[src/hw/rtl/clipped_shape_fill_engine_top_defines.svh]
// Assertion macros used by the clipped shape fill engine top module.
// Expects clk and rst_n in the scope of each use; no other dependencies.
`ifndef CLIPPED_SHAPE_FILL_ENGINE_TOP_DEFINES_SVH
`define CLIPPED_SHAPE_FILL_ENGINE_TOP_DEFINES_SVH

// Same-cycle implication, checked outside reset
`define CFE_ASSERT_IMP(lbl, ante, cons, msg) \
    lbl: assert property (@(posedge clk) disable iff (!rst_n) (ante) |-> (cons)) \
        else $error(msg);

// Next-cycle implication, checked outside reset
`define CFE_ASSERT_NEXT(lbl, ante, cons, msg) \
    lbl: assert property (@(posedge clk) disable iff (!rst_n) (ante) |=> (cons)) \
        else $error(msg);

`endif

[src/hw/rtl/cfe_pkg.sv]
// Shared types, constants and the FNV-1a step for the clipped shape fill engine.
// No dependencies; imported by every module of the block except cfe_frame_mem.
package cfe_pkg;

    // Signed coordinate width: holds pos +/- 255 and the frame bounds
    localparam int CW = 12;

    // Square root unit widths
    localparam int RAD_W  = 16;
    localparam int ROOT_W = 8;

    // Stream widths
    localparam int IN_TDATA_W  = 48;
    localparam int OUT_TDATA_W = 136;

    localparam logic [63:0] FNV_BASIS = 64'hcbf2_9ce4_8422_2325;

    typedef enum logic [1:0] {
        CMD_RECT = 2'd0,
        CMD_DISC = 2'd1,
        CMD_HASH = 2'd2,
        CMD_READ = 2'd3
    } cmd_t;

    typedef enum logic [3:0] {
        ST_CLEAR,
        ST_IDLE,
        ST_RECT,
        ST_RECT_DRAIN,
        ST_DISC_ROW,
        ST_DISC_SQRT,
        ST_DISC_RD,
        ST_DISC_WR,
        ST_HASH_RD,
        ST_HASH_LOAD,
        ST_HASH_RUN,
        ST_RD_RD,
        ST_RD_WAIT,
        ST_FINISH
    } state_t;

    typedef struct packed {
        logic init;
        logic load;
    } hash_ctrl_t;

    // One FNV-1a step on a pixel byte of 0 or 1. The prime 2^40 + 0x1b3
    // is applied as shifts and adds: 0x1b3 = 256 + 128 + 32 + 16 + 2 + 1.
    function automatic logic [63:0] fnv_step(input logic [63:0] h, input logic px);
        logic [63:0] x;
        x = h ^ {63'd0, px};
        return (x << 40) + (x << 8) + (x << 7) + (x << 5) + (x << 4) + (x << 1) + x;
    endfunction

endpackage

[src/hw/rtl/cfe_fnv_hash.sv]
// FNV-1a 64 hasher: walks a loaded framebuffer row one pixel per cycle.
// Depends on cfe_pkg for FNV_BASIS, fnv_step and hash_ctrl_t.
module cfe_fnv_hash #(
    parameter int WIDTH = 128
) (
    input  logic                clk,
    input  logic                rst_n,
    input  cfe_pkg::hash_ctrl_t ctrl,
    input  logic [WIDTH-1:0]    row_data,
    output logic                busy,
    output logic [63:0]         hash
);
    import cfe_pkg::*;

    localparam int CNT_W = $clog2(WIDTH);

    logic [63:0]      hash_reg, hash_next;
    logic             busy_reg, busy_next;
    logic [CNT_W-1:0] cnt_reg, cnt_next;
    logic [WIDTH-1:0] shift_reg, shift_next;

    // Restart, load a row, or fold in the next pixel
    always_comb
    begin
        hash_next  = hash_reg;
        busy_next  = busy_reg;
        cnt_next   = cnt_reg;
        shift_next = shift_reg;
        if (ctrl.init)
        begin
            hash_next = FNV_BASIS;
        end
        if (ctrl.load)
        begin
            shift_next = row_data;
            cnt_next   = '0;
            busy_next  = 1'b1;
        end
        else if (busy_reg)
        begin
            hash_next  = fnv_step(hash_reg, shift_reg[0]);
            shift_next = shift_reg >> 1;
            cnt_next   = cnt_reg + 1'b1;
            if (cnt_reg == CNT_W'(WIDTH - 1))
            begin
                busy_next = 1'b0;
            end
        end
    end

    always_ff @(posedge clk or negedge rst_n)
    begin
        if (!rst_n)
        begin
            hash_reg <= FNV_BASIS;
            busy_reg <= 1'b0;
            cnt_reg  <= '0;
        end
        else
        begin
            hash_reg <= hash_next;
            busy_reg <= busy_next;
            cnt_reg  <= cnt_next;
        end
    end

    always_ff @(posedge clk)
    begin
        shift_reg <= shift_next;
    end

    assign busy = busy_reg;
    assign hash = hash_reg;

endmodule

[config.mk]
export PLATFORM = sky130hd
export DESIGN_NAME = cfe_fnv_hash
export DESIGN_NICKNAME = d
export VERILOG_FILES = /design/src/hw/rtl/clipped_shape_fill_engine_top_defines.svh /design/src/hw/rtl/cfe_pkg.sv /design/src/hw/rtl/cfe_fnv_hash.sv
export SDC_FILE = /design/constraint.sdc
export NUM_CORES = 1
export LEC_CHECK = 0
export ABC_CLOCK_PERIOD_IN_PS = 5500
export BUFFER_PORTS_ARGS = -buffer_cell sky130_fd_sc_hd__buf_2
export CAP_MARGIN = 20
export CORE_MARGIN = 10
export CORE_UTILIZATION = 30
export DETAILED_ROUTE_END_ITERATION = 10
export PLACE_DENSITY_LB_ADDON = 0.25
export RECOVER_POWER = 25
export SLEW_MARGIN = 30
export SYNTH_ARGS = -nofsm -noshare
export SYNTH_HDL_FRONTEND = slang
export SYNTH_SLANG_ARGS = --single-unit
[constraint.sdc]
create_clock -name clk -period 5.5 [get_ports clk]
set_clock_uncertainty 0.15 [all_clocks]
set_input_delay 0 -clock clk [delete_from_list [all_inputs] [get_ports clk]]
set_output_delay 0 -clock clk [all_outputs]
set_load 0.1 [all_outputs]
==> qor.yml, run 1 <==
wirelength_um: 54090
finalWeightedCongestion: 0.9208
synth-async-reset-ratio: 0.3600
boundaryPins: 197
initial_core_util: 0.3043
rsz0062_at_grt: "yes"
num_rows: 91
multiInputGateArea_um2: 11710
htreeDepth: 4
yosys-top-cells-count: "449 x inv_1, 251 x fa_1, 128 x edfxtp_1, 127 x mux2_2, 107 x ha_1"
yosys_warnings: 0
area_growth_syn_to_layout_pct: 31.08
tightest_slew_ns: 3.910
ff_latch_area_um2: 5756
cts_buffers: 17
grt_usage: 0.1516
cts_sinks: 200
crit_type: "flop to flop"
drive_gt1_frac: 0.2995
r2r_slack_ns: -0.05
synth_top_cell_by_area: "fa_1"
avgSynthCellArea_um2: 10.69
drc: 0
max_freq_mhz: 180.1
netlist.area_leader.share: 0.2666
port_buffers: 196
dr.pass1.iters: 5
largest_reg_flops: 128
report.final.hold_viol_count: 0
crit_path_top_delay_cell: "dfstp_4"
grt_start_max_net_pins: 77
arrival_ns: 5.79
num_vias: 14190
cts.clk_slew.worst_paths_ns: 0.11
synth_most_common_cell: "inv_1"
grt_pass1_wl_um: 87690
synth_nets: 2253
drt-vias-per-instance: 4.584
clock-root-buffer: "clkbuf_16"
dieArea_um2: 73260
min_to: "hash[21]$_DFF_PN1_"
synthTopCellsByArea: "fa_1 27%, edfxtp_1 20%, inv_1 8.9%, mux2_2 7.6%, ha_1 7.1%"
wl_per_cell_um: 17.47
core_area_um2: 61940
synth_edf_count: 128
nNetsFinal: 2734
min_path_type: "input port to flop"
crit_chain: "clkinvlp_4, buf_6, fa_1, inv_1, fa_1, inv_1, fa_1, inv_1, ha_4, ha_4, nand2_1, or4_1, a211o_1, a21oi_2, o21ai_2, a2111oi_4, buf_4, o21ai_1, mux2i_1, a311oi_1"
status: "complete, but fails checks"
overflow: 0
r2r_cells: 20
reg2reg_from: "hash[13]$_DFF_PN1_"
fp.dieH_um: 270.7
path_buf_inv: 6
fp.dieW_um: 270.7
start_kind: "flop"
ys_ff_latch: 200
drv_cap: 1
grt_pass1_vias: 15660
setup_viol: 5
rr_endpoint: "hash[56]$_DFF_PN1_"
hpwlAfterDp_um: 41870
cts_tree: "built"
end_kind: "flop"
violations: "capacitance limit, slew limit, setup timing"
clock_path_buffers: 2
antenna_found_initial: 2
synth_cell_types: 69
required_ns: 5.74
place_ws_ns: -0.1757
relSlewSlack: -1.607
min_period_ns: 5.553
worstHoldPathCells: 4
drt_iter0_markers: 855
finalMaxSlewViolations: 77
fin_crit_sh: 1.010
clock_latency_ns: 0.51
seq_area_frac_synth: 0.3013
syn_area_um2: 18850
max_stage_delay_ns: 0.64
postSynthCellCount: 1763
setup_ws_ns: -0.05347
fill_cells: 6126
drt.antenna.violating_nets: 0
cp_top_family: "adder cells"
ys.flop_type: "edfxtp_1"
cp_max_fo: 5
hold_path_startpoint: "ctrl[1]"
==> stage by stage <==
| stage | hold slack, ns | util | TNS [ns] | instances | cell area (um^2) |
|---|---|---|---|---|---|
| finish | 0.06673 | 0.3989 | -0.1534 | 3095 | 24710 |
| global route | 0.05312 | 0.3989 | -2.935 | 3095 | 24710 |
| CTS | 0.01697 | 0.3926 | -0.009907 | 3074 | 24320 |
| detailed placement | -0.1444 | 0.3555 | -0.9730 | 2903 | 22020 |
| global placement | -0.1381 | 0.3555 | -0.4064 | 2903 | 22020 |
| floorplan | -0.4456 | - | -0.1785 | 1763 | 18940 |
==> cell families (layout without fill, tap and decap cells) <==
| logic type | count (synthesis) | after routing | synth area share |
|---|---|---|---|
| buf+inv | 510 | 1004 | 0.1022 |
| fa+ha+maj | 358 | 358 | 0.3376 |
| compound gates | 272 | 272 | 0.09259 |
| simple gates | 228 | 228 | 0.05868 |
| flops | 200 | 200 | 0.3013 |
| mux | 130 | 130 | 0.07746 |
| xor+xnor | 65 | 65 | 0.03020 |
| other cells | 0 | 1 | 0 |
==> per-layer routing <==
layer / GRT usage / vias to the layer above / wire, um
met4: 0.03499 / 0 / 818
met2: 0.2462 / 386 / 25210
met1: 0.1975 / 7071 / 24480
met5: 0 / - / 0
li1: - / 6677 / -
met3: 0.04208 / 54 / 3576
==> worst register-to-register path, cell delays in order (launching register included) <==
cell and delay, ns:
dfstp_4 0.64, clkinvlp_4 0.16, buf_6 0.16, fa_1 0.52, inv_1 0.05, fa_1 0.53, inv_1 0.05, fa_1 0.47
inv_1 0.06, ha_4 0.22, ha_4 0.28, nand2_1 0.08, or4_1 0.51, a211o_1 0.35, a21oi_2 0.20, o21ai_2 0.11
a2111oi_4 0.28, buf_4 0.20, o21ai_1 0.08, mux2i_1 0.12, a311oi_1 0.24
==> worst max-delay path by stage <==
stage / start / to / slack, ns / depth (start not counted)
after floorplan: hash[13]$_DFF_PN1_ / hash[61]$_DFF_PN0_ / -0.09 / 18
after global placement: hash[13]$_DFF_PN1_ / hash[61]$_DFF_PN0_ / -0.17 / 20
after detailed placement: shift_reg[0]$_DFFE_PP_ / hash[51]$_DFF_PN0_ / -0.18 / 19
after CTS: hash[34]$_DFF_PN1_ / hash[59]$_DFF_PN1_ / -0.005 / 18
after global routing: hash[13]$_DFF_PN1_ / hash[61]$_DFF_PN0_ / -0.26 / 21
final: hash[13]$_DFF_PN1_ / hash[56]$_DFF_PN1_ / -0.05 / 20
==> area by class of cell <==
| type | count | share of cell area |
|---|---|---|
| Multi-Input combinational cell | 1053 | 0.4739 |
| Sequential cell | 200 | 0.2329 |
| Timing Repair Buffer | 523 | 0.1549 |
| Inverter | 449 | 0.06897 |
| Tap cell | 837 | 0.04238 |
| Clock buffer | 17 | 0.01722 |
| Clock inverter | 15 | 0.009621 |
| Antenna cell | 1 | 0.0001013 |
==> cell usage in the layout (no fill, tap or decap), types with 17 or more instances in the layout <==
| cell | netlist | layout |
|---|---|---|
| nor3_1 | 33 | 30 |
| ha_1 | 107 | 90 |
| xor2_1 | 27 | 26 |
| nor2_1 | 40 | 39 |
| nand3_1 | 40 | 39 |
| mux2_2 | 127 | 125 |
| a21o_1 | 31 | 31 |
| inv_1 | 449 | 439 |
| dfrtp_2 | 0 | 30 |
| o21ai_0 | 67 | 57 |
| a21oi_1 | 72 | 66 |
| nand2_1 | 59 | 58 |
| buf_4 | 1 | 182 |
| fa_1 | 251 | 251 |
| xnor2_1 | 38 | 36 |
| dfstp_2 | 28 | 19 |
| dlygate4sd3_1 | 0 | 130 |
| clkbuf_16 | 0 | 17 |
| buf_2 | 5 | 187 |
| edfxtp_1 | 128 | 128 |
| a31oi_1 | 20 | 17 |
==> repair_timing <==
| action | 4_1_cts | 5_1_grt |
|---|---|---|
| buffers inserted | 9 | 21 |
| gates resized for setup | 47 | 46 |
| hold endpoints to repair | 181 | 0 |
| setup endpoints to repair | 18 | 30 |
| pin swaps | 24 | 29 |
| hold buffers | 131 | 0 |
Power of run 1 is not shown: default switching activity piles up to over one toggle a cycle in this logic, so the estimate is an artifact.
==> inputs of run 2 (changes only) <==
--- a/config.mk
+++ b/config.mk
@@ -5,8 +5,8 @@
 export SDC_FILE = /design/constraint.sdc
 export NUM_CORES = 1
 export LEC_CHECK = 0
-export ABC_CLOCK_PERIOD_IN_PS = 5500
-export BUFFER_PORTS_ARGS = -buffer_cell sky130_fd_sc_hd__buf_2
+export ABC_CLOCK_PERIOD_IN_PS = 6700
+export BUFFER_PORTS_ARGS = -buffer_cell sky130_fd_sc_hd__clkbuf_2
 export CAP_MARGIN = 20
 export CORE_MARGIN = 10
 export CORE_UTILIZATION = 30
==> constraint.sdc (replaced) <==
create_clock -name clk -period 6.7 [get_ports clk]
set_clock_uncertainty 0.15 [all_clocks]
set_input_delay 0 -clock clk [delete_from_list [all_inputs] [get_ports clk]]
set_output_delay 0 -clock clk [all_outputs]
set_load 0.1 [all_outputs]
==> run 2 against run 1 <==
Effect of this change:
- the flow finishes with violations (capacitance limit, slew limit)
- clock-buffer cell count is the same
- cell area shrank 7.5%
- fmax shrank 11%
- utilization shrank 3.0 points
- critical path type unchanged
- highest routed layer unchanged
- setup slack gained 0.50 ns
- wire length shrank 3.2%
==> qor.yml, run 2 (synthesized netlist as in run 1, its figures left out) <==
status: "complete, but fails checks"
violations: "capacitance limit, slew limit"
min_to: "hash[54]$_DFF_PN1_"
drt.antenna.violating_nets: 0
instances_no_fill: 2926
crit_type: "flop to flop"
cts_tree: "built"
boundaryPins: 197
fp.dieH_um: 270.7
clock_path_buffers: 2
initial_core_util: 0.3043
drt-vias-per-instance: 4.587
rsz0062_at_grt: "no"
overflow: 0
antenna_found_initial: 3
cts.clk_slew.worst_paths_ns: 0.10
dp_cells: 2743
reg2reg_from: "hash[8]$_DFF_PN1_"
tightest_slew_ns: 4.134
wl_per_cell_um: 17.88
core_area_um2: 61940
fin_crit_sh: 0.9331
required_ns: 6.88
r2r_slack_ns: 0.45
end_kind: "flop"
fill_cells: 6212
clock_latency_ns: 0.51
r2r_cells: 18
fin_tns_setup_ns: 0
hold_path_startpoint: "ctrl[1]"
setup_viol: 0
finalMaxSlewViolations: 96
cts_buffers: 17
num_vias: 13420
grt_start_max_net_pins: 83
relSlewSlack: -1.756
final_cell_mix: "448 x inv_1, 251 x fa_1, 159 x clkbuf_2, 149 x dlygate4sd3_1, 128 x edfxtp_1"
dieArea_um2: 73260
hpwlAfterDp_um: 40220
multiInputGateArea_um2: 11260
min_path_type: "input port to flop"
nNetsFinal: 2564
drive_gt1_frac: 0.1759
fp.dieW_um: 270.7
cts_sinks: 200
ff_latch_area_um2: 5680
rr_endpoint: "hash[50]$_DFF_PN0_"
drv_cap: 2
grt_usage: 0.1475
worstHoldPathCells: 4
cp_max_fo: 7
drc: 0
max_freq_mhz: 160.0
largest_reg_flops: 128
htreeDepth: 4
cts_resized: 0
grt_pass1_wl_um: 84890
clock-root-buffer: "clkbuf_16"
post_cts_buffers: 0
num_rows: 91
min_period_ns: 6.252
dr.pass1.iters: 5
area_growth_syn_to_layout_pct: 21.18
wirelength_um: 52330
report.final.hold_viol_count: 0
drt_iter0_markers: 816
arrival_ns: 6.43
grt_pass1_vias: 14830
mostFrequentLayoutCell: "inv_1"
holdWs_ns: 0.04615
finalWeightedCongestion: 0.9032
port_buffers: 196
start_kind: "flop"
## run 2: cell types whose count changed in the layout (fill, tap and decap cells not counted), moves of 8 or more
cell           previous run  this run
dlygate4sd3_1           130       149
dfrtp_1                  13        44
dfstp_2                  19        28
ha_1                     90       107
clkbuf_2                  0       159
buf_6                     9         1
inv_1                   439       448
dfstp_4                   9         0
o21ai_0                  57        67
buf_2                   187         0
clkbuf_1                 11        38
dfrtp_2                  30         0
buf_4                   182         6
ha_4                     16         0
## run 2: cell type report
| type | instances | share of cell area |
|---|---|---|
| sequential | 200 | 0.2487 |
| antenna | 2 | 0.0002191 |
| inverter | 449 | 0.07378 |
| clock buffer | 17 | 0.01862 |
| tap | 837 | 0.04585 |
| clock inverter | 15 | 0.01123 |
| multi-input combinational | 1053 | 0.4928 |
| timing repair buffer | 353 | 0.1088 |
## run 2: metal layers
| metal | vias to the layer above | global-route usage | routed length [um] |
|---|---|---|---|
| met5 | - | 0 | 0 |
| met4 | 0 | 0.04278 | 1071 |
| met3 | 44 | 0.04649 | 3708 |
| met2 | 343 | 0.2316 | 23740 |
| met1 | 6701 | 0.1921 | 23810 |
| li1 | 6333 | - | - |
## run 2: per-stage QoR
stage | worst slack, ns | utilization | area (um^2)
2_1_floorplan | 0.7234 | - | 18850
3_3_place_gp | 0.5004 | 0.3345 | 20720
3_5_place_dp | 0.4580 | 0.3346 | 20720
4_1_cts | 0.4126 | 0.3697 | 22900
5_1_grt | 0.1163 | 0.3688 | 22840
6_report | 0.4484 | 0.3688 | 22840
## run 2: worst max-delay path, stage by stage, from the launching register on
cell       delay (ns)
dfstp_2          0.62
inv_1            0.24
fa_1             0.60
inv_1            0.06
fa_1             0.53
inv_1            0.05
fa_1             0.48
inv_1            0.05
ha_1             0.27
ha_1             0.35
a21oi_1          0.21
a2111oi_0        0.17
a311oi_1         0.64
nand2_1          0.33
a31oi_1          0.44
o21ai_0          0.31
a31oi_1          0.26
xor2_1           0.20
o21ai_0          0.11
## run 2: worst max path at each step
stage,slack (ns),cells past startpoint,endpoint,startpoint
after global placement,0.50,18,hash[50]$_DFF_PN0_,hash[8]$_DFF_PN1_
after floorplan,0.72,19,hash[56]$_DFF_PN1_,hash[12]$_DFF_PN0_
after global routing,0.12,18,hash[50]$_DFF_PN0_,hash[8]$_DFF_PN1_
after CTS,0.41,18,hash[50]$_DFF_PN0_,hash[8]$_DFF_PN1_
final,0.45,18,hash[50]$_DFF_PN0_,hash[8]$_DFF_PN1_
after detailed placement,0.46,18,hash[50]$_DFF_PN0_,hash[8]$_DFF_PN1_
## run 2: what timing repair did
item	CTS	global route
hold buffers	149	0
endpoints found under the hold margin	184	0
setup endpoints to repair	0	0
Power of run 2 is left out for the same reason.
