[src/hw/rtl/clipped_shape_fill_engine_top_defines.svh]
// Assertion macros used by the clipped shape fill engine top module.
// Expects clk and rst_n in the scope of each use; no other dependencies.
`ifndef CLIPPED_SHAPE_FILL_ENGINE_TOP_DEFINES_SVH
`define CLIPPED_SHAPE_FILL_ENGINE_TOP_DEFINES_SVH

// Same-cycle implication, checked outside reset
`define CFE_ASSERT_IMP(lbl, ante, cons, msg) \
    lbl: assert property (@(posedge clk) disable iff (!rst_n) (ante) |-> (cons)) \
        else $error(msg);

// Next-cycle implication, checked outside reset
`define CFE_ASSERT_NEXT(lbl, ante, cons, msg) \
    lbl: assert property (@(posedge clk) disable iff (!rst_n) (ante) |=> (cons)) \
        else $error(msg);

`endif

[src/hw/rtl/cfe_pkg.sv]
// Shared types, constants and the FNV-1a step for the clipped shape fill engine.
// No dependencies; imported by every module of the block except cfe_frame_mem.
package cfe_pkg;

    // Signed coordinate width: holds pos +/- 255 and the frame bounds
    localparam int CW = 12;

    // Square root unit widths
    localparam int RAD_W  = 16;
    localparam int ROOT_W = 8;

    // Stream widths
    localparam int IN_TDATA_W  = 48;
    localparam int OUT_TDATA_W = 136;

    localparam logic [63:0] FNV_BASIS = 64'hcbf2_9ce4_8422_2325;

    typedef enum logic [1:0] {
        CMD_RECT = 2'd0,
        CMD_DISC = 2'd1,
        CMD_HASH = 2'd2,
        CMD_READ = 2'd3
    } cmd_t;

    typedef enum logic [3:0] {
        ST_CLEAR,
        ST_IDLE,
        ST_RECT,
        ST_RECT_DRAIN,
        ST_DISC_ROW,
        ST_DISC_SQRT,
        ST_DISC_RD,
        ST_DISC_WR,
        ST_HASH_RD,
        ST_HASH_LOAD,
        ST_HASH_RUN,
        ST_RD_RD,
        ST_RD_WAIT,
        ST_FINISH
    } state_t;

    typedef struct packed {
        logic init;
        logic load;
    } hash_ctrl_t;

    // One FNV-1a step on a pixel byte of 0 or 1. The prime 2^40 + 0x1b3
    // is applied as shifts and adds: 0x1b3 = 256 + 128 + 32 + 16 + 2 + 1.
    function automatic logic [63:0] fnv_step(input logic [63:0] h, input logic px);
        logic [63:0] x;
        x = h ^ {63'd0, px};
        return (x << 40) + (x << 8) + (x << 7) + (x << 5) + (x << 4) + (x << 1) + x;
    endfunction

endpackage

[src/hw/rtl/cfe_isqrt.sv]
// Iterative integer square root, one root bit per cycle.
// Depends on cfe_pkg for RAD_W and ROOT_W.
module cfe_isqrt (
    input  logic                       clk,
    input  logic                       rst_n,
    input  logic                       start,
    input  logic [cfe_pkg::RAD_W-1:0]  radicand,
    output logic                       done,
    output logic [cfe_pkg::ROOT_W-1:0] root
);
    import cfe_pkg::*;

    localparam int REM_W = ROOT_W + 2;
    localparam int STEP_W = $clog2(ROOT_W);

    logic              busy_reg, busy_next;
    logic              done_reg, done_next;
    logic [STEP_W-1:0] step_reg, step_next;
    logic [RAD_W-1:0]  rad_reg, rad_next;
    logic [REM_W-1:0]  rem_reg, rem_next;
    logic [ROOT_W-1:0] res_reg, res_next;

    logic [REM_W-1:0]  rem_sh;
    logic [REM_W-1:0]  trial;

    // Bring down two radicand bits and try the next root bit
    always_comb
    begin
        rem_sh = {rem_reg[REM_W-3:0], rad_reg[RAD_W-1 -: 2]};
        trial  = REM_W'({res_reg[ROOT_W-2:0], 2'b01});
    end

    always_comb
    begin
        busy_next = busy_reg;
        done_next = 1'b0;
        step_next = step_reg;
        rad_next  = rad_reg;
        rem_next  = rem_reg;
        res_next  = res_reg;
        if (start)
        begin
            busy_next = 1'b1;
            step_next = '0;
            rad_next  = radicand;
            rem_next  = '0;
            res_next  = '0;
        end
        else if (busy_reg)
        begin
            rad_next = rad_reg << 2;
            if (rem_sh >= trial)
            begin
                rem_next = rem_sh - trial;
                res_next = {res_reg[ROOT_W-2:0], 1'b1};
            end
            else
            begin
                rem_next = rem_sh;
                res_next = {res_reg[ROOT_W-2:0], 1'b0};
            end
            step_next = step_reg + 1'b1;
            if (step_reg == STEP_W'(ROOT_W - 1))
            begin
                busy_next = 1'b0;
                done_next = 1'b1;
            end
        end
    end

    // Control state
    always_ff @(posedge clk or negedge rst_n)
    begin
        if (!rst_n)
        begin
            busy_reg <= 1'b0;
            done_reg <= 1'b0;
            step_reg <= '0;
        end
        else
        begin
            busy_reg <= busy_next;
            done_reg <= done_next;
            step_reg <= step_next;
        end
    end

    // Working values
    always_ff @(posedge clk)
    begin
        rad_reg <= rad_next;
        rem_reg <= rem_next;
        res_reg <= res_next;
    end

    assign done = done_reg;
    assign root = res_reg;

endmodule

[config.mk]
export PLATFORM = sky130hd
export DESIGN_NAME = cfe_isqrt
export DESIGN_NICKNAME = d
export VERILOG_FILES = /design/src/hw/rtl/clipped_shape_fill_engine_top_defines.svh /design/src/hw/rtl/cfe_pkg.sv /design/src/hw/rtl/cfe_isqrt.sv
export SDC_FILE = /design/constraint.sdc
export NUM_CORES = 1
export LEC_CHECK = 0
export BUFFER_PORTS_ARGS = -buffer_cell sky130_fd_sc_hd__buf_2
export CORE_ASPECT_RATIO = 1.25
export CORE_MARGIN = 2
export CORE_UTILIZATION = 50
export CTS_CLUSTER_SIZE = 16
export DETAILED_ROUTE_END_ITERATION = 16
export PLACE_DENSITY = 0.83
export SETUP_SLACK_MARGIN = 0.3
export SLEW_MARGIN = 10
export SYNTH_ARGS = -nofsm -noshare
export SYNTH_HDL_FRONTEND = slang
export SYNTH_SLANG_ARGS = --single-unit
[constraint.sdc]
create_clock -name clk -period 5.8 [get_ports clk]
set_clock_uncertainty 0.15 [all_clocks]
set_input_delay 1.16 -clock clk [delete_from_list [all_inputs] [get_ports clk]]
set_output_delay 1.16 -clock clk [all_outputs]
set_load 0.02 [all_outputs]
==> impl_metrics.yaml, run 1 <==
status:
  status: "finished, final reports clean"
clocking:
  cts_tree: "done"
  clockBufferDepth: 2
  numCtsBuffers: 5
  cts_setup_buffers: 0
  clkSinkCount: 37
  clkLatencyLatePin_ns: 0.29
  path_clk_slew_ns: 0.07
  hold_buffers: 0
  htreeDepth: 2
  cts-root-buf: "clkbuf_8"
  cts_resized: 0
timing:
  drv_slew: 0
  setup_violations: 0
  fin_worst_hold_slack_ns: 0.329
  hold_viol: 0
  tightest_slew_ns: 0.833
  fmax_mhz: 379
  tns_ns: 0
  fin_crit_sh_pct: 45.4
  grt_setup_unrepaired: "no"
  min_period_ns: 2.64
  slew_headroom_pct: 44.4
worst_setup_path:
  cp_slowest_cell: "inv_1"
  r2r_slack_ns: 3.38
  critical_path_class: "in2reg"
  crit_path_start_kind: "input port"
  rr_worst_depth: 7
  cp_slowest_stage_delay_ns: 0.51
  path_max_fanout: 34
  crit_chain: "buf_2 > nor2_1 > inv_1"
  worst_ep_arrival_time_ns: 2.41
  crit_path_end_kind: "flop"
  critPathRequiredTime_ns: 5.58
yosys:
  synth_cells: 166
  synth_area_leaders: "edfxtp_1, dfxtp_1, mux2_2"
  ys_seq_area_share_pct: 49.4
  synth_fp_nets: 196
  ys_ff_latch: 37
  synth_top_area_share_pct: 25.7
  avgSynthCellArea_sq_um: 11.3
  ys_types: 36
  synthesis.area_sq_mm: 0.00187
  yosysTopAreaCell: "edfxtp_1"
  yosys_warnings: 0
floorplan:
  core_sq_mm: 0.00354
  die_w_um: 58.7
  initial_core_util_pct: 52.9
  rows: 24
  die_h_um: 72.4
  num_io_pins: 28
  dieArea_sq_mm: 0.00425
drt:
  wl_per_cell_um: 14.5
  viasPerCell: 5.51
  via_count: 1283
  first_pass_iters: 4
  drc: 0
  drt_iter0_drc: 23
  drt-total-wl_mm: 3.38
  ant_nets: 0
grt:
  grt_max_degree: 35
  grt_overflow_total: 0
  grt_pass1_wl_mm: 5.60
  antenna_found_initial: 0
  track_usage_pct: 17.6
  grt_pass1_vias: 1266
power_and_ir_drop:
  p_leak_nw: 0.952
  p_per_area_mw_per_mm2: 434
  ir_drop_mv: 0.232
cells_and_area:
  diodes: 0
  largest_reg_flops: 16
  nets: 223
  stdcell_count: 233
  drive_gt1_share_pct: 26.8
  area_delta_synth_final_pct: 12.6
run:
  cap_violations: 0
placed_design:
  placedCellCount: 225
  hpwl_mm: 2.34
  place.gp.congestion: 0.805
  io_buffers: 27
hold_path:
  hold-path-cell-count: 2
  hp-class: "reg2reg"
## stage by stage
| step | utilization, % | setup slack [ns] | power, W | instance area, sq um |
|---|---|---|---|---|
| floorplan | - | 3.39 | 0.000672 | 1870 |
| global placement | 57.0 | 2.86 | 0.000727 | 2020 |
| detailed placement | 57.0 | 2.83 | 0.000734 | 2020 |
| CTS | 59.5 | 3.15 | 0.000919 | 2110 |
| global route | 59.5 | 3.05 | 0.000975 | 2110 |
| finish | 59.5 | 3.16 | 0.000915 | 2110 |
## power by group
| group | leakage [nW] | internal [W] | switching [W] |
|---|---|---|---|
| logic | 0.539 | 0.000182 | 0.000202 |
| registers | 0.367 | 0.000317 | 0.0000299 |
| clock network | 0.0455 | 0.0000968 | 0.0000873 |
| total | 0.952 | 0.000596 | 0.000319 |
## final cells by class
type	count	area [sq um]
fill	294	1430
sequential	37	926
multi-input combinational	110	865
timing repair buffer	27	135
clock buffer	8	90.1
tap	39	48.8
inverter	12	45.0
## cell usage after synthesis
library cell,number
o21a_1,2
xnor2_1,5
nor2b_1,2
xor2_1,1
clkbuf_1,3
a21oi_2,1
nand2_1,4
o22ai_1,1
ha_1,11
o21ai_1,3
nand3_1,5
o21ai_0,2
edfxtp_1,16
o311ai_0,1
or3_1,2
a21oi_1,3
buf_2,3
dfxtp_1,16
a21o_1,1
mux2_2,15
and2_1,2
a32oi_1,3
a211oi_1,3
o31ai_1,3
a21boi_0,1
nor2_1,19
a221o_1,1
nor2b_4,1
inv_1,12
and2_4,1
dfrtp_1,5
a211oi_2,1
buf_6,1
mux2i_1,12
o211ai_1,1
nand2b_1,3
## final timing paths
kind / startpoint / to
max: start / rad_reg[0]
min: rem_reg[1] / rem_reg[1]
max reg2reg: root[6] / rem_reg[1]
min reg2reg: rem_reg[1] / rem_reg[1]
max in group asynchronous: rst_n / busy_reg
min in group asynchronous: rst_n / done
## per-layer routing
metal	vias up	track usage, %	part of all wire, %
met2	32	30.5	51
met5	-	0	0
met1	596	19.6	42
li1	648	-	-
met3	7	5.53	4.9
met4	0	7.58	1.7
## critical path, delay by kind of cell
family                 cells  cell delay [ns]
and+or+nand+nor            1             0.23
buffers and inverters      2             1.01
## layout by cell type (no fill, tap or decap), drive strengths merged
master,instances
edfxtp,16
o311ai,1
xor2,1
a221o,1
nor2,19
nand3,5
inv,12
ha,11
buf,27
or3,2
a21o,1
and2,3
o211ai,1
a21boi,1
mux2,15
xnor2,5
a211oi,4
o22ai,1
mux2i,12
o21a,2
dfxtp,16
a21oi,4
o21ai,5
clkbuf,8
a32oi,3
nor2b,3
nand2b,3
nand2,4
dfrtp,5
o31ai,3
## cell families (layout without fill, tap and decap cells)
| family | after synthesis | after routing | share of synthesized area (%) |
|---|---|---|---|
| multiplexers | 27 | 27 | 15.4 |
| XOR/XNOR | 6 | 6 | 2.81 |
| AND/OR/NAND/NOR | 39 | 39 | 10.2 |
| flip-flops | 37 | 37 | 49.4 |
| buffers and inverters | 19 | 47 | 4.41 |
| adder cells (fa/ha/maj) | 11 | 11 | 7.35 |
| AO/OA/AOI/OAI | 27 | 27 | 10.4 |
(Power assumes the default switching activity.)
==> run 2: changes to the inputs <==
- ABC_AREA: not set -> 1
- clock period: 5.8 -> 2.7 ns (I/O delays scaled with it)
==> run 2 against run 1 <==
Compared with the run above: sequential share of layout area shrank 3.5 points; design area is 8.7% higher; critical path type is now reg2reg; non-clock buffer count grew 3; register-to-register slack got worse by 2.6 ns; critical endpoint is now rem_reg[6]; hold slack improved by 0.037 ns; routed wire length is 24% higher.
==> impl_metrics.yaml, run 2 <==
worst_setup_path:
  cp_slowest_cell: "ha_1"
  crit_path_end_kind: "flop"
  critPathRequiredTime_ns: 2.74
  rr_worst_depth: 10
  r2r_end: "rem_reg[6]"
  r2r_slack_ns: 0.74
  cp_slowest_stage_delay_ns: 0.38
  worst_ep_arrival_time_ns: 2.00
  crit_chain: "inv_1 > ha_1 > a21oi_1 > nand3_2 > nand2_4 > nand2_4 > nand3_1 > nand3_1 > nand2_1 > inv_1"
  reg2reg_from: "root[3]"
  crit_path_start_kind: "flop"
  critical_path_class: "reg2reg"
  path_max_fanout: 8
timing:
  slew_headroom_pct: 66.8
  fin_crit_sh_pct: 72.8
  fin_worst_hold_slack_ns: 0.366
  hold_viol: 0
  drv_slew: 0
  tightest_slew_ns: 0.497
  min_period_ns: 1.96
  fmax_mhz: 509
  grt_setup_unrepaired: "no"
  tns_ns: 0
  fin_ws_ns: 0.735
  setup_violations: 0
drt:
  drt-total-wl_mm: 4.20
  drt_iter0_drc: 60
  first_pass_iters: 4
  drc: 0
  wl_per_cell_um: 12.1
  via_count: 1746
  viasPerCell: 5.05
  ant_nets: 0
cells_and_area:
  layout_commonest_cell: "nand2_1"
  drive_gt1_share_pct: 15.8
  fill_cells: 360
  area_delta_synth_final_pct: 14.3
  diodes: 0
  nets: 321
  final_cell_area_sq_mm: 0.00229
  most-common-layout-cells: "nand2_1, inv_1, buf_2"
  largest_reg_flops: 16
placed_design:
  place.gp.congestion: 0.948
  io_buffers: 27
  dp_slack_ns: 0.755
  hpwl_mm: 3.21
  postPlaceCellArea_sq_mm: 0.00219
power_and_ir_drop:
  ir_drop_mv: 0.458
  finalPower_w: 0.00223
  p_per_area_mw_per_mm2: 972
  p_leak_nw: 1.23
yosys:
  synth_fp_nets: 291
  ys_seq_area_share_pct: 46.2
  synth_area_leaders: "edfxtp_1, nand2_1, dfxtp_1"
  yosysMostFrequentCell: "nand2_1"
  async_flop_share_pct: 13.5
  yosys_warnings: 0
  ys_ff_latch: 37
  yosysTopAreaCell: "edfxtp_1"
  synth_edf_count: 16
  synth_top_area_share_pct: 24.0
  avgSynthCellArea_sq_um: 7.68
  synth_commonest_cells: "nand2_1, inv_1, nand3_1, nor2_1"
  synthFlopType: "edfxtp_1"
  synth_cells: 261
  ys_types: 28
  synthesis.area_sq_mm: 0.00201
clocking:
  clkLatencyLatePin_ns: 0.28
  path_clk_slew_ns: 0.07
  cts-root-buf: "clkbuf_8"
  numCtsBuffers: 5
  cts_setup_buffers: 0
  clkSinkCount: 37
  htreeDepth: 2
  clockBufferDepth: 2
  cts_tree: "done"
floorplan:
  rows: 25
  num_io_pins: 28
  die_h_um: 74.8
  die_w_um: 60.7
  initial_core_util_pct: 52.6
  core_sq_mm: 0.00382
  dieArea_sq_mm: 0.00454
grt:
  grt_pass1_vias: 1663
  antenna_found_initial: 0
  grt_overflow_total: 0
  track_usage_pct: 21.8
  grt_pass1_wl_mm: 7.38
  grt_max_degree: 27
status:
  status: "finished, final reports clean"
hold_path:
  hold-path-cell-count: 2
  hold_path.startpoint: "rad_reg[11]"
  hp-class: "reg2reg"
  hold_end: "rad_reg[13]"
run:
  cap_violations: 0
==> run 2: kinds of logic (layout without fill, tap and decap cells) <==
logic type	after synthesis	after routing	synth area share, %
AO/OA/AOI/OAI	19	19	5.74
flip-flops	37	37	46.2
AND/OR/NAND/NOR	154	154	33.3
adder cells (fa/ha/maj)	11	11	6.86
XOR/XNOR	1	1	0.437
buffers and inverters	39	70	7.55
==> run 2: worst max-delay path, delay by kind of cell, from the launching register on <==
kind                     cells  cell delay [ns]
AO/OA/AOI/OAI                1             0.30
adder cells (fa/ha/maj)      1             0.38
buffers and inverters        2             0.10
flip-flops                   1             0.33
AND/OR/NAND/NOR              6             0.60
==> run 2: per-layer routing <==
layer | vias up | global-route usage, % | part of all wire (%)
li1 | 906 | - | -
met1 | 793 | 26.7 | 42
met2 | 37 | 37.2 | 53
met3 | 10 | 3.95 | 3.4
met4 | 0 | 9.66 | 2.5
met5 | - | 0 | 0
==> run 2: how the worst max path moves through the flow <==
stage	start	end	slack, ns
2_1_floorplan	root[3]	rem_reg[7]	0.79
3_3_place_gp	root[3]	rem_reg[5]	0.78
3_5_place_dp	root[3]	rem_reg[6]	0.76
4_1_cts	root[3]	rem_reg[6]	0.74
5_1_grt	root[0]	rem_reg[7]	0.50
6_report	root[3]	rem_reg[6]	0.74
==> run 2: per-stage QoR <==
step | utilization [%] | instances
floorplan | - | 261
finish | 60.1 | 346
CTS | 60.1 | 346
global placement | 57.4 | 337
global route | 60.1 | 346
detailed placement | 57.4 | 337
==> run 2: report_power, final <==
group          switching, W  internal [W]  leakage (nW)  total (W)
sequential        0.0000616      0.000673         0.371   0.000735
clock              0.000175      0.000208        0.0455   0.000383
combinational      0.000705      0.000406         0.813    0.00111
==> run 2: area by class of cell <==
class	count	area, sq um	share of cell area (%)
clock buffers	8	90.1	3.93
inverters	32	120	5.24
multi-input cells	185	928	40.5
flip-flops and latches	37	926	40.4
well taps	54	67.6	2.95
repair buffers	30	160	6.99
==> run 2: what timing repair did <==
action | 4_1_cts | 5_1_grt
hold endpoints to repair | 5 | 0
hold buffers | 1 | 0
resized for setup | 0 | 0
==> run 3: changes to the inputs <==
- clock period: 2.7 -> 1.9 ns (I/O delays scaled with it)
==> run 3 against run 2 <==
Compared with the run above: sequential power increased by 50%; utilization rose by 11 points; fmax rose by 7.4%; routed wire length is 26% higher; design area grew 19%; hold slack worse by 0.16 ns; clock power increased by 84%; clock-buffer cell count fell by 2.
==> impl_metrics.yaml, run 3 (same netlist as run 2, synthesis figures left out) <==
status:
  status: "finished, final reports clean"
power_and_ir_drop:
  p_sw_share_pct: 43.6
  p_leak_nw: 1.36
  p_per_area_mw_per_mm2: 1540
  p_clk_share_pct: 16.7
  p_switching_w: 0.00183
  combPwrFrac_pct: 57.2
  ir_drop_mv: 0.812
  pwr-share-seq_pct: 26.1
  internal_power_w: 0.00237
  finalPower_w: 0.00420
drt:
  wl_per_cell_um: 14.7
  drt_iter0_drc: 61
  via_count: 1922
  ant_nets: 0
  drc: 0
  drt-total-wl_mm: 5.29
  viasPerCell: 5.35
  first_pass_iters: 4
grt:
  grt_max_degree: 27
  track_usage_pct: 24.6
  grt_pass1_wl_mm: 8.18
  grt_pass1_vias: 1865
  antenna_found_initial: 0
  grt_overflow_total: 0
cells_and_area:
  largest_reg_flops: 16
  seqCellArea_sq_um: 960
  nets: 334
  drive_gt1_share_pct: 37.0
  most-common-layout-cells: "nand2_1, buf_2, inv_1"
  fill_cells: 283
  multi_input_area_sq_mm: 0.00117
  stdcell_count: 359
  layout_commonest_cell: "nand2_1"
  area_delta_synth_final_pct: 35.9
  diodes: 0
  final_cell_area_sq_mm: 0.00273
clocking:
  clkSinkCount: 37
  cts-root-buf: "clkbuf_8"
  cts_tree: "done"
  clockBufferDepth: 2
  path_clk_slew_ns: 0.08
  htreeDepth: 2
  clkLatencyLatePin_ns: 0.29
  numCtsBuffers: 5
timing:
  fin_crit_sh_pct: 96.3
  tightest_slew_ns: 0.254
  drv_slew: 0
  min_period_ns: 1.83
  hold_viol: 0
  setup_violations: 0
  slew_headroom_pct: 83.1
  fmax_mhz: 547
  grt_setup_unrepaired: "yes"
floorplan:
  rows: 25
  core_sq_mm: 0.00382
  die_w_um: 60.7
  initial_core_util_pct: 52.6
  die_h_um: 74.8
  num_io_pins: 28
  dieArea_sq_mm: 0.00454
run:
  cap_violations: 0
worst_setup_path:
  crit_path_start_kind: "flop"
  path_max_fanout: 8
  worst_ep_arrival_time_ns: 1.91
  cp_top_family: "simple AND/OR/NAND/NOR gates"
  crit_path_end_kind: "flop"
  worst-path-buf-inv: 2
  reg2reg_from: "root[0]"
  critPathRequiredTime_ns: 1.98
  cp_slowest_stage_delay_ns: 0.35
  cp-endpoint: "rem_reg[6]"
  crit_cells: 12
  rr_worst_depth: 12
  r2r_end: "rem_reg[6]"
  r2r_slack_ns: 0.07
  worstSetupStartpoint: "root[0]"
  cp_slowest_cell: "dfxtp_4"
  crit_chain: "inv_2 > ha_4 > nand2_1 > nor2_4 > nand2_2 > nand3_4 > nand2_4 > nand2_8 > nand3_1 > nand3_1 > nand2_1 > inv_1"
  critical_path_class: "reg2reg"
hold_path:
  hp-class: "in2reg"
placed_design:
  postPlaceCellArea_sq_mm: 0.00239
  place.gp.congestion: 0.895
  io_buffers: 27
  placedCellCount: 341
  hpwl_mm: 3.35
run 3: changes by cell type in the layout (fill, tap and decap cells not counted), moves of 8 or more:
| cell | delta |
|---|---|
| dfxtp_1 | -13 |
| buf_4 | +12 |
| ha_1 | -9 |
| inv_1 | -9 |
| ha_4 | +8 |
| nand2_1 | -8 |
run 3: worst min-delay path by stage:
stage,startpoint,end,slack (ns),cells past startpoint
6_report,radicand[1],rad_reg[1],0.20,3
3_5_place_dp,rst_n,busy_reg,0.05,1
5_1_grt,radicand[10],rad_reg[10],0.21,3
2_1_floorplan,rst_n,busy_reg,-0.07,0
4_1_cts,radicand[1],rad_reg[1],0.20,3
3_3_place_gp,rst_n,done,0.05,1
run 3: metal layers:
layer,track usage (%),vias to the layer above,part of all wire [%]
li1,-,941,-
met1,27.3,876,40
met2,41.7,77,49
met3,5.15,28,5.3
met4,16.2,0,5.8
met5,0,-,0
run 3: through the flow:
| step | setup TNS (ns) | worst slack (ns) | utilization, % | hold WS, ns |
|---|---|---|---|---|
| 6_report | 0 | 0.0712 | 71.4 | 0.202 |
| 5_1_grt | -0.0703 | -0.0309 | 71.4 | 0.213 |
| 3_5_place_dp | 0 | 0.133 | 62.8 | 0.0494 |
| 2_1_floorplan | 0 | 0.274 | - | -0.0656 |
| 4_1_cts | 0 | 0.157 | 68.9 | 0.198 |
| 3_3_place_gp | 0 | 0.140 | 62.8 | 0.0474 |
run 3: cell type report:
| cell class | count | area share (%) |
|---|---|---|
| clock buffer | 6 | 3.03 |
| clock inverter | 2 | 1.38 |
| inverter | 32 | 4.87 |
| multi-input combinational | 185 | 43.1 |
| sequential | 37 | 35.2 |
| tap | 54 | 2.48 |
| timing repair buffer | 43 | 9.92 |
run 3: worst reg2reg max path, delay by kind of cell (launching register included):
kind	cells	cell delay [ns]
fa+ha+maj	1	0.30
buf+inv	2	0.10
flops	1	0.35
simple gates	9	0.86
run 3: timing repair:
action,4_1_cts,5_1_grt
pin swaps,9,16
hold buffers,1,0
endpoints found under the setup margin,9,9
buffers inserted,6,3
gates resized for setup,18,19
endpoints found under the hold margin,5,0
run 3: power by group through the flow:
stage | registers [W] | clock network, W | logic, W
2_1_floorplan | 0.00109 | 0 | 0.00143
3_3_place_gp | 0.00108 | 0 | 0.00175
3_5_place_dp | 0.00109 | 0 | 0.00179
4_1_cts | 0.00108 | 0.000713 | 0.00199
5_1_grt | 0.00110 | 0.000740 | 0.00262
6_report | 0.00110 | 0.000703 | 0.00240
